### src/hdl/dwpt_pkg.sv
// Shared types and constants of the dual wheel period tachometer.
`default_nettype none
package dwpt_pkg;

  // Field widths
  localparam int unsigned STAMP_BITS = 16;
  localparam int unsigned PERIOD_W   = STAMP_BITS + 1;
  localparam int unsigned SPEED_W    = 22;
  localparam int unsigned PULSE_W    = 32;
  localparam int unsigned STALL_W    = 2;
  localparam int unsigned CMD_W      = 2;
  localparam int unsigned CFG_IDX_W  = 1;

  // Register reset values
  localparam logic [SPEED_W-1:0] SPEED_CONST_RST = SPEED_W'(1684949);
  localparam logic [STALL_W-1:0] STALL_LIMIT_RST = STALL_W'(2);

  // Configuration register indexes
  localparam logic [CFG_IDX_W-1:0] CFG_SPEED_CONST = 1'b0;
  localparam logic [CFG_IDX_W-1:0] CFG_STALL_LIMIT = 1'b1;

  // Command codes
  typedef enum logic [CMD_W-1:0] {
    CMD_CAPTURE  = 2'd0,
    CMD_OVERFLOW = 2'd1,
    CMD_CLEAR    = 2'd2
  } cmd_e;

  typedef struct packed {
    logic [CMD_W-1:0]      command;
    logic                  wheel_select;
    logic [STAMP_BITS-1:0] stamp;
  } in_item_t;

  typedef struct packed {
    logic [SPEED_W-1:0]  left_speed;
    logic [SPEED_W-1:0]  right_speed;
    logic [PERIOD_W-1:0] left_period;
    logic [PERIOD_W-1:0] right_period;
    logic [PULSE_W-1:0]  left_pulses;
    logic [PULSE_W-1:0]  right_pulses;
  } out_item_t;

endpackage
`default_nettype wire

### src/hdl/dwpt_div.sv
// Bit-serial restoring divider: one quotient bit per cycle.
`default_nettype none
module dwpt_div (
  input  logic                           clk_i,
  input  logic                           rst_ni,
  input  logic                           start_i,
  input  logic [dwpt_pkg::SPEED_W-1:0]   dividend_i,
  input  logic [dwpt_pkg::PERIOD_W-1:0]  divisor_i,
  output logic                           done_o,
  output logic [dwpt_pkg::SPEED_W-1:0]   quotient_o
);
  import dwpt_pkg::*;

  localparam int unsigned CNT_W = $clog2(SPEED_W);
  localparam logic [CNT_W-1:0] CNT_LAST = CNT_W'(SPEED_W - 1);

  logic [SPEED_W-1:0]  num_q, num_d;
  logic [PERIOD_W-1:0] rem_q, rem_d;
  logic [PERIOD_W-1:0] dvs_q;
  logic [CNT_W-1:0]    cnt_q;
  logic                busy_q, done_q;
  logic [PERIOD_W:0]   rem_shift, trial;
  logic                qbit;

  // One restoring step: shift in the next dividend bit, subtract if it fits
  always_comb begin
    rem_shift = {rem_q, num_q[SPEED_W-1]};
    trial     = rem_shift - {1'b0, dvs_q};
    qbit      = (rem_shift >= {1'b0, dvs_q});
    rem_d     = qbit ? trial[PERIOD_W-1:0] : rem_shift[PERIOD_W-1:0];
    num_d     = {num_q[SPEED_W-2:0], qbit};
  end

  // Control
  always_ff @(posedge clk_i or negedge rst_ni) begin
    if (!rst_ni) begin
      busy_q <= 1'b0;
      done_q <= 1'b0;
      cnt_q  <= '0;
    end else begin
      done_q <= busy_q && (cnt_q == CNT_LAST);
      if (start_i) begin
        busy_q <= 1'b1;
        cnt_q  <= '0;
      end else if (busy_q) begin
        cnt_q <= cnt_q + CNT_W'(1);
        if (cnt_q == CNT_LAST) begin
          busy_q <= 1'b0;
        end
      end
    end
  end

  // Datapath shift registers
  always_ff @(posedge clk_i) begin
    if (start_i) begin
      num_q <= dividend_i;
      rem_q <= '0;
      dvs_q <= divisor_i;
    end else if (busy_q) begin
      num_q <= num_d;
      rem_q <= rem_d;
    end
  end

  assign done_o     = done_q;
  assign quotient_o = num_q;

endmodule
`default_nettype wire

### src/hdl/dual_wheel_period_tachometer.sv
// Top level of the dual wheel period tachometer.
`default_nettype none
// Two-wheel encoder tachometer. Each transaction is a capture edge, a timer
// overflow tick or an odometer clear, and returns one result with both wheels'
// speed, period and pulse count as they stand after it. For overflow ticks,
// clears and unused commands the result goes straight to the output state.
// A capture first waits in the division state for the bit-serial divider
// that forms the speed one quotient bit per cycle (22 bits). The input is
// freed once the result is loaded into the output register; that load waits
// while an offered result is not yet taken. One transaction is processed at
// a time; the next one is accepted while the previous result still waits in
// the output register. A zero period counts as a full 65536-tick wrap, and a
// wheel whose stall count reaches the stall limit reads speed zero until the
// division of its next capture lands.
module dual_wheel_period_tachometer (
  input  logic                            clk_i,
  input  logic                            rst_ni,
  input  logic                            in_valid_i,
  output logic                            in_ready_o,
  input  dwpt_pkg::in_item_t              in_item_i,
  output logic                            out_valid_o,
  input  logic                            out_ready_i,
  output dwpt_pkg::out_item_t             out_item_o,
  input  logic                            cfg_we_i,
  input  logic [dwpt_pkg::CFG_IDX_W-1:0]  cfg_index_i,
  input  logic [dwpt_pkg::SPEED_W-1:0]    cfg_wdata_i
);
  import dwpt_pkg::*;

  localparam logic [1:0] ST_IDLE = 2'd0;
  localparam logic [1:0] ST_DIV  = 2'd1;
  localparam logic [1:0] ST_OUT  = 2'd2;

  logic [1:0]            state_q;
  logic [SPEED_W-1:0]    speed_const_q;
  logic [STALL_W-1:0]    stall_limit_q;
  logic [STAMP_BITS-1:0] last_stamp_q [2];
  logic [PERIOD_W-1:0]   period_q     [2];
  logic [SPEED_W-1:0]    speed_q      [2];
  logic [PULSE_W-1:0]    pulses_q     [2];
  logic [STALL_W-1:0]    stall_q      [2];
  logic                  wheel_q;
  logic                  out_valid_q;
  out_item_t             out_item_q;

  logic                  in_fire;
  logic                  wsel;
  logic [STAMP_BITS-1:0] diff;
  logic [PERIOD_W-1:0]   period_new;
  logic                  div_start, div_done;
  logic [SPEED_W-1:0]    quotient;
  logic                  out_load;
  logic [STALL_W:0]      stall_nxt [2];
  logic                  stall_hit [2];

  assign in_ready_o = (state_q == ST_IDLE);
  assign in_fire    = in_valid_i && in_ready_o;
  assign wsel       = in_item_i.wheel_select;
  assign div_start  = in_fire && (in_item_i.command == CMD_CAPTURE);
  assign out_load   = (state_q == ST_OUT) && (!out_valid_q || out_ready_i);

  // Period since the wheel's last stamp, zero taken as a full wrap
  always_comb begin
    diff       = in_item_i.stamp - last_stamp_q[wsel];
    period_new = (diff == '0) ? (PERIOD_W'(1) << STAMP_BITS) : {1'b0, diff};
  end

  // Stall count step per wheel
  always_comb begin
    for (int w = 0; w < 2; w++) begin
      stall_nxt[w] = {1'b0, stall_q[w]} + (STALL_W+1)'(1);
      stall_hit[w] = (stall_nxt[w] >= {1'b0, stall_limit_q});
    end
  end

  dwpt_div u_div (
    .clk_i      (clk_i),
    .rst_ni     (rst_ni),
    .start_i    (div_start),
    .dividend_i (speed_const_q),
    .divisor_i  (period_new),
    .done_o     (div_done),
    .quotient_o (quotient)
  );

  // Configuration registers
  always_ff @(posedge clk_i or negedge rst_ni) begin
    if (!rst_ni) begin
      speed_const_q <= SPEED_CONST_RST;
      stall_limit_q <= STALL_LIMIT_RST;
    end else if (cfg_we_i) begin
      unique case (cfg_index_i)
        CFG_SPEED_CONST: speed_const_q <= cfg_wdata_i;
        CFG_STALL_LIMIT: stall_limit_q <= cfg_wdata_i[STALL_W-1:0];
        default: ;
      endcase
    end
  end

  // Sequencer
  always_ff @(posedge clk_i or negedge rst_ni) begin
    if (!rst_ni) begin
      state_q <= ST_IDLE;
    end else begin
      unique case (state_q)
        ST_IDLE: begin
          if (in_fire) begin
            state_q <= (in_item_i.command == CMD_CAPTURE) ? ST_DIV : ST_OUT;
          end
        end
        ST_DIV: begin
          if (div_done) begin
            state_q <= ST_OUT;
          end
        end
        ST_OUT: begin
          if (out_load) begin
            state_q <= ST_IDLE;
          end
        end
        default: state_q <= ST_IDLE;
      endcase
    end
  end

  // Wheel state
  always_ff @(posedge clk_i or negedge rst_ni) begin
    if (!rst_ni) begin
      wheel_q <= 1'b0;
      for (int w = 0; w < 2; w++) begin
        last_stamp_q[w] <= '0;
        period_q[w]     <= '0;
        speed_q[w]      <= '0;
        pulses_q[w]     <= '0;
        stall_q[w]      <= '0;
      end
    end else begin
      if (in_fire) begin
        case (in_item_i.command)
          CMD_CAPTURE: begin
            wheel_q            <= wsel;
            last_stamp_q[wsel] <= in_item_i.stamp;
            period_q[wsel]     <= period_new;
            pulses_q[wsel]     <= pulses_q[wsel] + PULSE_W'(1);
            stall_q[wsel]      <= '0;
          end
          CMD_OVERFLOW: begin
            for (int w = 0; w < 2; w++) begin
              if (stall_hit[w]) begin
                speed_q[w] <= '0;
                stall_q[w] <= stall_limit_q;
              end else begin
                stall_q[w] <= stall_nxt[w][STALL_W-1:0];
              end
            end
          end
          CMD_CLEAR: pulses_q[wsel] <= '0;
          default: ;
        endcase
      end
      // Speed lands once the divider finishes
      if (div_done) begin
        speed_q[wheel_q] <= quotient;
      end
    end
  end

  // Output register
  always_ff @(posedge clk_i or negedge rst_ni) begin
    if (!rst_ni) begin
      out_valid_q <= 1'b0;
    end else if (out_load) begin
      out_valid_q <= 1'b1;
    end else if (out_ready_i) begin
      out_valid_q <= 1'b0;
    end
  end

  always_ff @(posedge clk_i) begin
    if (out_load) begin
      out_item_q.left_speed   <= speed_q[0];
      out_item_q.right_speed  <= speed_q[1];
      out_item_q.left_period  <= period_q[0];
      out_item_q.right_period <= period_q[1];
      out_item_q.left_pulses  <= pulses_q[0];
      out_item_q.right_pulses <= pulses_q[1];
    end
  end

  assign out_valid_o = out_valid_q;
  assign out_item_o  = out_item_q;

`ifndef SYNTHESIS
  // A capture always hands over to the divider
  a_capture_to_div: assert property (@(posedge clk_i) disable iff (!rst_ni)
    div_start |=> state_q == ST_DIV)
    else $error("capture did not start the division");

  // The divider only finishes while the sequencer waits for it
  a_done_in_div: assert property (@(posedge clk_i) disable iff (!rst_ni)
    div_done |-> state_q == ST_DIV)
    else $error("divider finished outside the division state");

  // A new result appears only when leaving the output state
  a_result_from_out: assert property (@(posedge clk_i) disable iff (!rst_ni)
    $rose(out_valid_o) |-> $past(state_q) == ST_OUT && state_q == ST_IDLE)
    else $error("result raised outside the output state");
`endif

endmodule
`default_nettype wire
### config.mk
export PLATFORM = sky130hd
export DESIGN_NAME = dual_wheel_period_tachometer
export DESIGN_NICKNAME = d
export VERILOG_FILES = /design/src/hdl/dwpt_pkg.sv /design/src/hdl/dwpt_div.sv /design/src/hdl/dual_wheel_period_tachometer.sv
export SDC_FILE = /design/constraint.sdc
export NUM_CORES = 1
export LEC_CHECK = 0
export ABC_AREA = 0
export BUFFER_PORTS_ARGS = -buffer_cell sky130_fd_sc_hd__buf_2
export CORE_MARGIN = 2
export CORE_UTILIZATION = 59
export CTS_CLUSTER_DIAMETER = 80
export CTS_CLUSTER_SIZE = 12
export DETAILED_ROUTE_END_ITERATION = 10
export PLACE_DENSITY_LB_ADDON = 0.12
export SYNTH_ARGS = -nofsm -noshare
export SYNTH_HDL_FRONTEND = slang
export SYNTH_SLANG_ARGS = --single-unit
### constraint.sdc
create_clock -name clk_i -period 9.8 [get_ports clk_i]
set_clock_uncertainty 0.05 [all_clocks]
set_input_delay 0.98 -clock clk_i [delete_from_list [all_inputs] [get_ports clk_i]]
set_output_delay 0.98 -clock clk_i [all_outputs]
set_load 0.03 [all_outputs]
==> results of run 1 <==
-- final timing paths --
kind	cells after the start	slack, ps	endpoint	from
setup / recovery	7	5530	last_stamp_q[12]	in_item_i[16]
hold / removal	0	390	out_item_o[95]	period_q[31]
setup reg to reg	12	6230	u_div.rem_q[1]	u_div.quotient_o[21]
hold reg to reg	0	390	out_item_o[95]	period_q[31]
max in group asynchronous	2	7780	pulses_q[36]	rst_ni
min in group asynchronous	1	440	speed_q[4]	rst_ni
-- registers in the layout (all words and copies together), names as in the netlist --
signal and flops:
pulses_q 64, speed_const_q 22, stall_limit_q 2, out_item_o 142, period_q 34, u_div.rem_q 17
last_stamp_q 32, u_div.busy_q 1, u_div.dvs_q 17, state_q 2, speed_q 44, wheel_q 1
stall_q 4, u_div.quotient_o 22, out_valid_o 1, u_div.done_o 1, u_div.cnt_q 5
-- kinds of logic after synthesis --
| kind of cell | after synthesis | synth area share |
|---|---|---|
| simple gates | 529 | 0.1335 |
| flops | 411 | 0.6289 |
| compound gates | 307 | 0.1126 |
| buf+inv | 130 | 0.02907 |
| mux | 77 | 0.04563 |
| fa+ha+maj | 45 | 0.03353 |
| xor+xnor | 34 | 0.01684 |
-- per-layer routing --
layer  share of wire  vias to the layer above  track usage  routed length [um]
li1                -                     5787            -                   -
met2            0.48                      321       0.4032               18330
met3           0.052                       60      0.03372                1997
met4           0.018                        2      0.05785                 697
met5         0.00026                        -            0                  10
met1            0.45                     5885       0.3487               17330
-- cells in the mapped netlist (8+ instances only) --
library cell,instances,share of area
sky130_fd_sc_hd__dfrtp_1,199,0.28
sky130_fd_sc_hd__nor2b_1,13,0.0046
sky130_fd_sc_hd__xor2_1,14,0.0069
sky130_fd_sc_hd__dfxtp_1,17,0.019
sky130_fd_sc_hd__inv_1,52,0.011
sky130_fd_sc_hd__a31oi_1,15,0.0053
sky130_fd_sc_hd__nand2_1,310,0.066
sky130_fd_sc_hd__nand3_1,22,0.0062
sky130_fd_sc_hd__ha_1,41,0.029
sky130_fd_sc_hd__a21oi_1,70,0.020
sky130_fd_sc_hd__a211oi_1,10,0.0042
sky130_fd_sc_hd__or3_1,8,0.0028
sky130_fd_sc_hd__nor3_1,38,0.011
sky130_fd_sc_hd__mux2_2,29,0.018
sky130_fd_sc_hd__edfxtp_1,181,0.31
sky130_fd_sc_hd__o21ai_0,80,0.023
sky130_fd_sc_hd__nand4_1,10,0.0035
sky130_fd_sc_hd__mux2i_1,48,0.027
sky130_fd_sc_hd__dfstp_2,14,0.021
sky130_fd_sc_hd__nor2_1,70,0.015
sky130_fd_sc_hd__o21ai_1,15,0.0042
sky130_fd_sc_hd__clkbuf_1,68,0.014
sky130_fd_sc_hd__a22o_1,55,0.027
sky130_fd_sc_hd__o31ai_1,19,0.0081
sky130_fd_sc_hd__xnor2_1,20,0.0099
sky130_fd_sc_hd__nand3b_1,9,0.0038
-- final cells by class --
class | instances | share of cell area
well taps | 390 | 0.02419
clock buffers | 72 | 0.05874
repair buffers | 206 | 0.05353
flip-flops and latches | 411 | 0.5514
inverters | 52 | 0.009676
multi-input cells | 992 | 0.3014
clock inverters | 2 | 0.001116
-- where the power goes --
| part | internal [mW] | switching, mW | leakage, nW |
|---|---|---|---|
| logic | 0.682 | 1.25 | 3.62 |
| clock network | 0.818 | 0.619 | 0.575 |
| registers | 2.42 | 0.285 | 4.63 |
==> implementation parameters, run 1 <==
Parameter                              Value

Outcome
  Run status    finished clean

Finish
  Final core area utilization    0.6825
  Multi-input logic area    0.006080 mm2
  Inserted Diodes    0
  Fraction of final layout cells with drive strength greater than 1    0.1827
  Synth-to-layout area growth    14.06%
  Number of cells in the finished layout apart from fillers    2125
  Post-layout nets    1795
  Sequential Area    0.01112 mm2
  Layout filler cell count    2265
  Commonest cells after routing, fill and taps aside    sky130_fd_sc_hd__nand2_1 (310), sky130_fd_sc_hd__dfrtp_1 (199), sky130_fd_sc_hd__buf_2 (189), sky130_fd_sc_hd__edfxtp_1 (181), sky130_fd_sc_hd__o21ai_0 (80)
  Most common cell after layout, fill and taps aside    sky130_fd_sc_hd__nand2_1
  Final cell area excluding filler cells    0.02017 mm2

Routing
  Count of TritonRoute iterations in the first routing pass    5
  Routed length per instance    18.05 um
  Via count    12055
  Via-per-instance ratio    5.673
  Residual antenna-violating net count after detailed routing    0
  Violation count after the first detailed-routing iteration    997
  Wire length after detailed routing    38360 um
  Final routed DRC violation total    0

Critical path
  Chain of cells forming the critical path    buf_2 > buf_4 > inv_1 > or3_2 > nor2_2 > nand2_1 > nand2_1
  Stage delay of the slowest cell on the critical path    1010 ps
  Startpoint Class    primary input
  Critical-path maximum fanout    59
  Required time reported for the critical path endpoint    10220 ps
  Buffers & Inverters on Critical Path    3
  Critical Path End Type    flip-flop
  Signal arrival time at the worst endpoint    4690 ps
  Slowest-stage cell, CP    sky130_fd_sc_hd__nor2_2
  Cell occurring most often along the worst timing path    sky130_fd_sc_hd__nand2_1
  Start-to-end type of the worst setup path    primary input to flip-flop
  Top cell family by delay on the critical path    simple AND/OR/NAND/NOR gates

STA
  Worst Hold Slack    393.6 ps
  Worst relative slew slack    0.2686
  Tightest Pin Transition    1097 ps
  Post-route setup slack    5528 ps
  Final Setup Violations    0
  Number of hold violations in the final report    0
  Tcrit/Tclk final    0.4359
  Max-slew violation count    0
  Final critical path time including I/O delays and setup    4272 ps
  Setup repair after global routing missed its margin    false
  Setup Total Neg Slack    0 ps
  Upper clock frequency limit    0.2341 GHz

GRT
  Number of antenna violations at the first check in global routing    1
  GRT Overall Usage    0.2450
  Wire length of the first global-routing pass    60700 um
  Gr ovfl total    0
  Via count of the first global-routing pass    11450
  Maximum number of pins on one net before global-route repair    88

Logic synthesis
  Syn nets    1625
  Count of different cell masters after synthesis    68
  Average instance area after synthesis    11.54 um2
  Syn Inst Count    1533
  Number of register bits inferred by synthesis    411
  Synthesis warning total    0
  Sequential area share after synthesis    0.6289
  Number of flops mapped to enable cells by yosys    181
  Cell area after synthesis    0.01769 mm2
  Ys async rst share    0.5182
  Primary FF master, synth    sky130_fd_sc_hd__dfrtp_1

Clock tree
  Clock insertion delay at the later pin of the skew report    530 ps
  Post-cts repair resize count    0
  Register clock-pin slew on the reported worst setup and hold paths    60 ps
  Max Root-Sink Buffers    3
  Clk sink count    411
  Number of setup buffers added after CTS    0
  CTS Hold Buffers Added    0
  TritonCTS buffer count    40
  Total number of H-tree levels    2
  CTS tree    yes
  Clk root buf    sky130_fd_sc_hd__clkbuf_16

Die
  Die height    177.1 um
  Top-level port count    191
  Initial cell density of the core    0.5983
  Die width    177.1 um
  Number of cell rows    63
  Area of the die    0.03138 mm2
  Core region area    0.02956 mm2

Power
  Power per Cell Area    301.3 mW/mm2
  Peak supply drop    0.0001996 V
  Leakage power total    8.823 nW
  Power Total    6.078 mW

Placement
  # placed instances    2051
  Total placed instance area    0.01897 mm2
  Port buffer count    190
  DPL Wire Length    24930 um
  Setup Slack @ Placement    5049 ps
  RePlAce Congestion    0.8530

Hold path
  Type of the worst min-delay path    flip-flop to flip-flop

Run
  Count of maximum capacitance violations    0
Note: power is estimated with default switching activity, not from simulation.
==> run 2: changes to the inputs <==
CORE_UTILIZATION = 53   (was 59)
clock period = 3.6 ns   (was 9.8 ns; I/O delays follow)
==> implementation parameters, run 2 (same netlist as run 1, synthesis figures left out) <==
Parameter                              Value

Outcome
  Run status    finished clean

Power
  Leakage power total    8.969 nW (+1.7%)
  Power per Cell Area    819.5 mW/mm2 (+170%)
  Power Total    16.79 mW (+180%)
  Peak supply drop    0.0004823 V (+140%)

Die
  Core region area    0.03270 mm2 (+11%)
  Initial cell density of the core    0.5409 (-0.05749)
  Die height    186.7 um (+5.4%)
  Number of cell rows    66 (+4.8%)
  Top-level port count    191 (unchanged)
  Area of the die    0.03485 mm2 (+11%)
  Die width    186.7 um (+5.4%)

STA
  Post-route setup slack    468.2 ps (-5060 ps)
  Upper clock frequency limit    0.3193 GHz
  Setup Total Neg Slack    0 ps (unchanged)
  Tcrit/Tclk final    0.8699
  Final critical path time including I/O delays and setup    3132 ps
  Worst Hold Slack    12.57 ps (-381.0 ps)
  Final Setup Violations    0 (unchanged)
  Number of hold violations in the final report    0 (unchanged)
  Max-slew violation count    0 (unchanged)
  Setup repair after global routing missed its margin    false
  Worst relative slew slack    0.3286 (+0.06003)
  Tightest Pin Transition    1007 ps (-90.04 ps)

Critical path
  Startpoint Class    flip-flop
  Critical Path End Type    flip-flop
  Start-to-end type of the worst setup path    flip-flop to flip-flop
  Required time reported for the critical path endpoint    3990 ps (-6230 ps)
  Signal arrival time at the worst endpoint    3530 ps (-1160 ps)
  Critical-path maximum fanout    3 (-95%)

Routing
  Count of TritonRoute iterations in the first routing pass    6 (+1)
  Final routed DRC violation total    0 (unchanged)
  Residual antenna-violating net count after detailed routing    0 (unchanged)
  Wire length after detailed routing    39130 um (+2.0%)
  Violation count after the first detailed-routing iteration    907 (-9.0%)
  Via-per-instance ratio    5.546 (-2.2%)
  Routed length per instance    17.74 um (-1.7%)
  Via count    12234 (+1.5%)

Clock tree
  Clock insertion delay at the later pin of the skew report    530 ps (about the same)
  Register clock-pin slew on the reported worst setup and hold paths    60 ps (about the same)
  Max Root-Sink Buffers    3 (unchanged)
  TritonCTS buffer count    40 (unchanged)
  Post-cts repair resize count    0 (unchanged)
  Clk root buf    sky130_fd_sc_hd__clkbuf_16
  Clk sink count    411 (unchanged)
  Total number of H-tree levels    2 (unchanged)
  CTS tree    yes

Placement
  # placed instances    2129 (+3.8%)
  DPL Wire Length    26120 um (+4.8%)
  Total placed instance area    0.01927 mm2 (+1.6%)
  Port buffer count    190 (unchanged)
  RePlAce Congestion    0.8475 (-0.64%)
  Setup Slack @ Placement    153.1 ps (-4896 ps)

Finish
  Most common cell after layout, fill and taps aside    sky130_fd_sc_hd__nand2_1
  Post-layout nets    1825 (+1.7%)
  Final core area utilization    0.6266 (-0.05581)
  Commonest cells after routing, fill and taps aside    sky130_fd_sc_hd__nand2_1 (310), sky130_fd_sc_hd__dfrtp_1 (199), sky130_fd_sc_hd__buf_2 (189), sky130_fd_sc_hd__edfxtp_1 (181), sky130_fd_sc_hd__o21ai_0 (79)
  Synth-to-layout area growth    15.86%
  Final cell area excluding filler cells    0.02049 mm2 (+1.6%)
  Largest register FFs    142 (unchanged)
  Fraction of final layout cells with drive strength greater than 1    0.1951 (+0.01241)
  Number of cells in the finished layout apart from fillers    2206 (+3.8%)

GRT
  GRT Overall Usage    0.2245 (-0.02046)
  Via count of the first global-routing pass    11932 (+4.2%)
  Maximum number of pins on one net before global-route repair    92 (+4.5%)
  Number of antenna violations at the first check in global routing    1 (unchanged)
  Gr ovfl total    0 (unchanged)
  Wire length of the first global-routing pass    63630 um (+4.8%)

Run
  Count of maximum capacitance violations    0 (unchanged)

Hold path
  Type of the worst min-delay path    primary input to flip-flop
run 2: metal layers:
| metal | GRT usage | vias up | routed length (um) |
|---|---|---|---|
| li1 | - | 5844 | - |
| met1 | 0.3172 | 5969 | 17610 |
| met2 | 0.3643 | 357 | 18460 |
| met3 | 0.03404 | 64 | 2166 |
| met4 | 0.06349 | 0 | 899 |
| met5 | 0 | - | 0 |
run 2: cell type report:
type                       instances  area, um2
clock inverter                     2      27.53
tap                              442      553.0
clock buffer                      70       1156
antenna                            1      2.502
multi-input combinational        992       6082
sequential                       411      11120
fill                            2664      12210
timing repair buffer             236       1353
inverter                          52      195.2
run 2: worst paths after layout:
path                       cells past startpoint             start                to  slack (ps)
min reg2reg                                    0       speed_q[21]   out_item_o[119]         400
max reg2reg                                   11  last_stamp_q[16]      period_q[33]         470
max in group asynchronous                      3            rst_ni      period_q[31]        2160
max                                           11  last_stamp_q[16]      period_q[33]         470
min                                            3     in_item_i[10]  last_stamp_q[26]          10
min in group asynchronous                      2            rst_ni      pulses_q[37]         410
run 2: critical path: stages, from the launching register on:
cell	delay, ps
sky130_fd_sc_hd__dfrtp_1	380
sky130_fd_sc_hd__mux2_2	270
sky130_fd_sc_hd__ha_1	210
sky130_fd_sc_hd__fa_2	350
sky130_fd_sc_hd__nand2b_1	170
sky130_fd_sc_hd__a21boi_1	180
sky130_fd_sc_hd__o21ai_0	130
sky130_fd_sc_hd__a2111oi_0	510
sky130_fd_sc_hd__nand4b_1	160
sky130_fd_sc_hd__nor4_1	300
sky130_fd_sc_hd__nand4_1	170
sky130_fd_sc_hd__o21ai_1	160
run 2: power breakdown:
part | total, mW | switching, mW | leakage [nW] | internal [mW]
clock network | 3.89 | 1.71 | 0.564 | 2.18
registers | 7.31 | 0.742 | 4.63 | 6.57
logic | 5.60 | 3.53 | 3.77 | 2.07
total | 16.8 | 5.97 | 8.97 | 10.8
run 2: what timing repair did:
action / in CTS / in global routing
hold buffers: 4 / 0
setup buffers: 0 / 0
hold endpoints to repair: 85 / 0
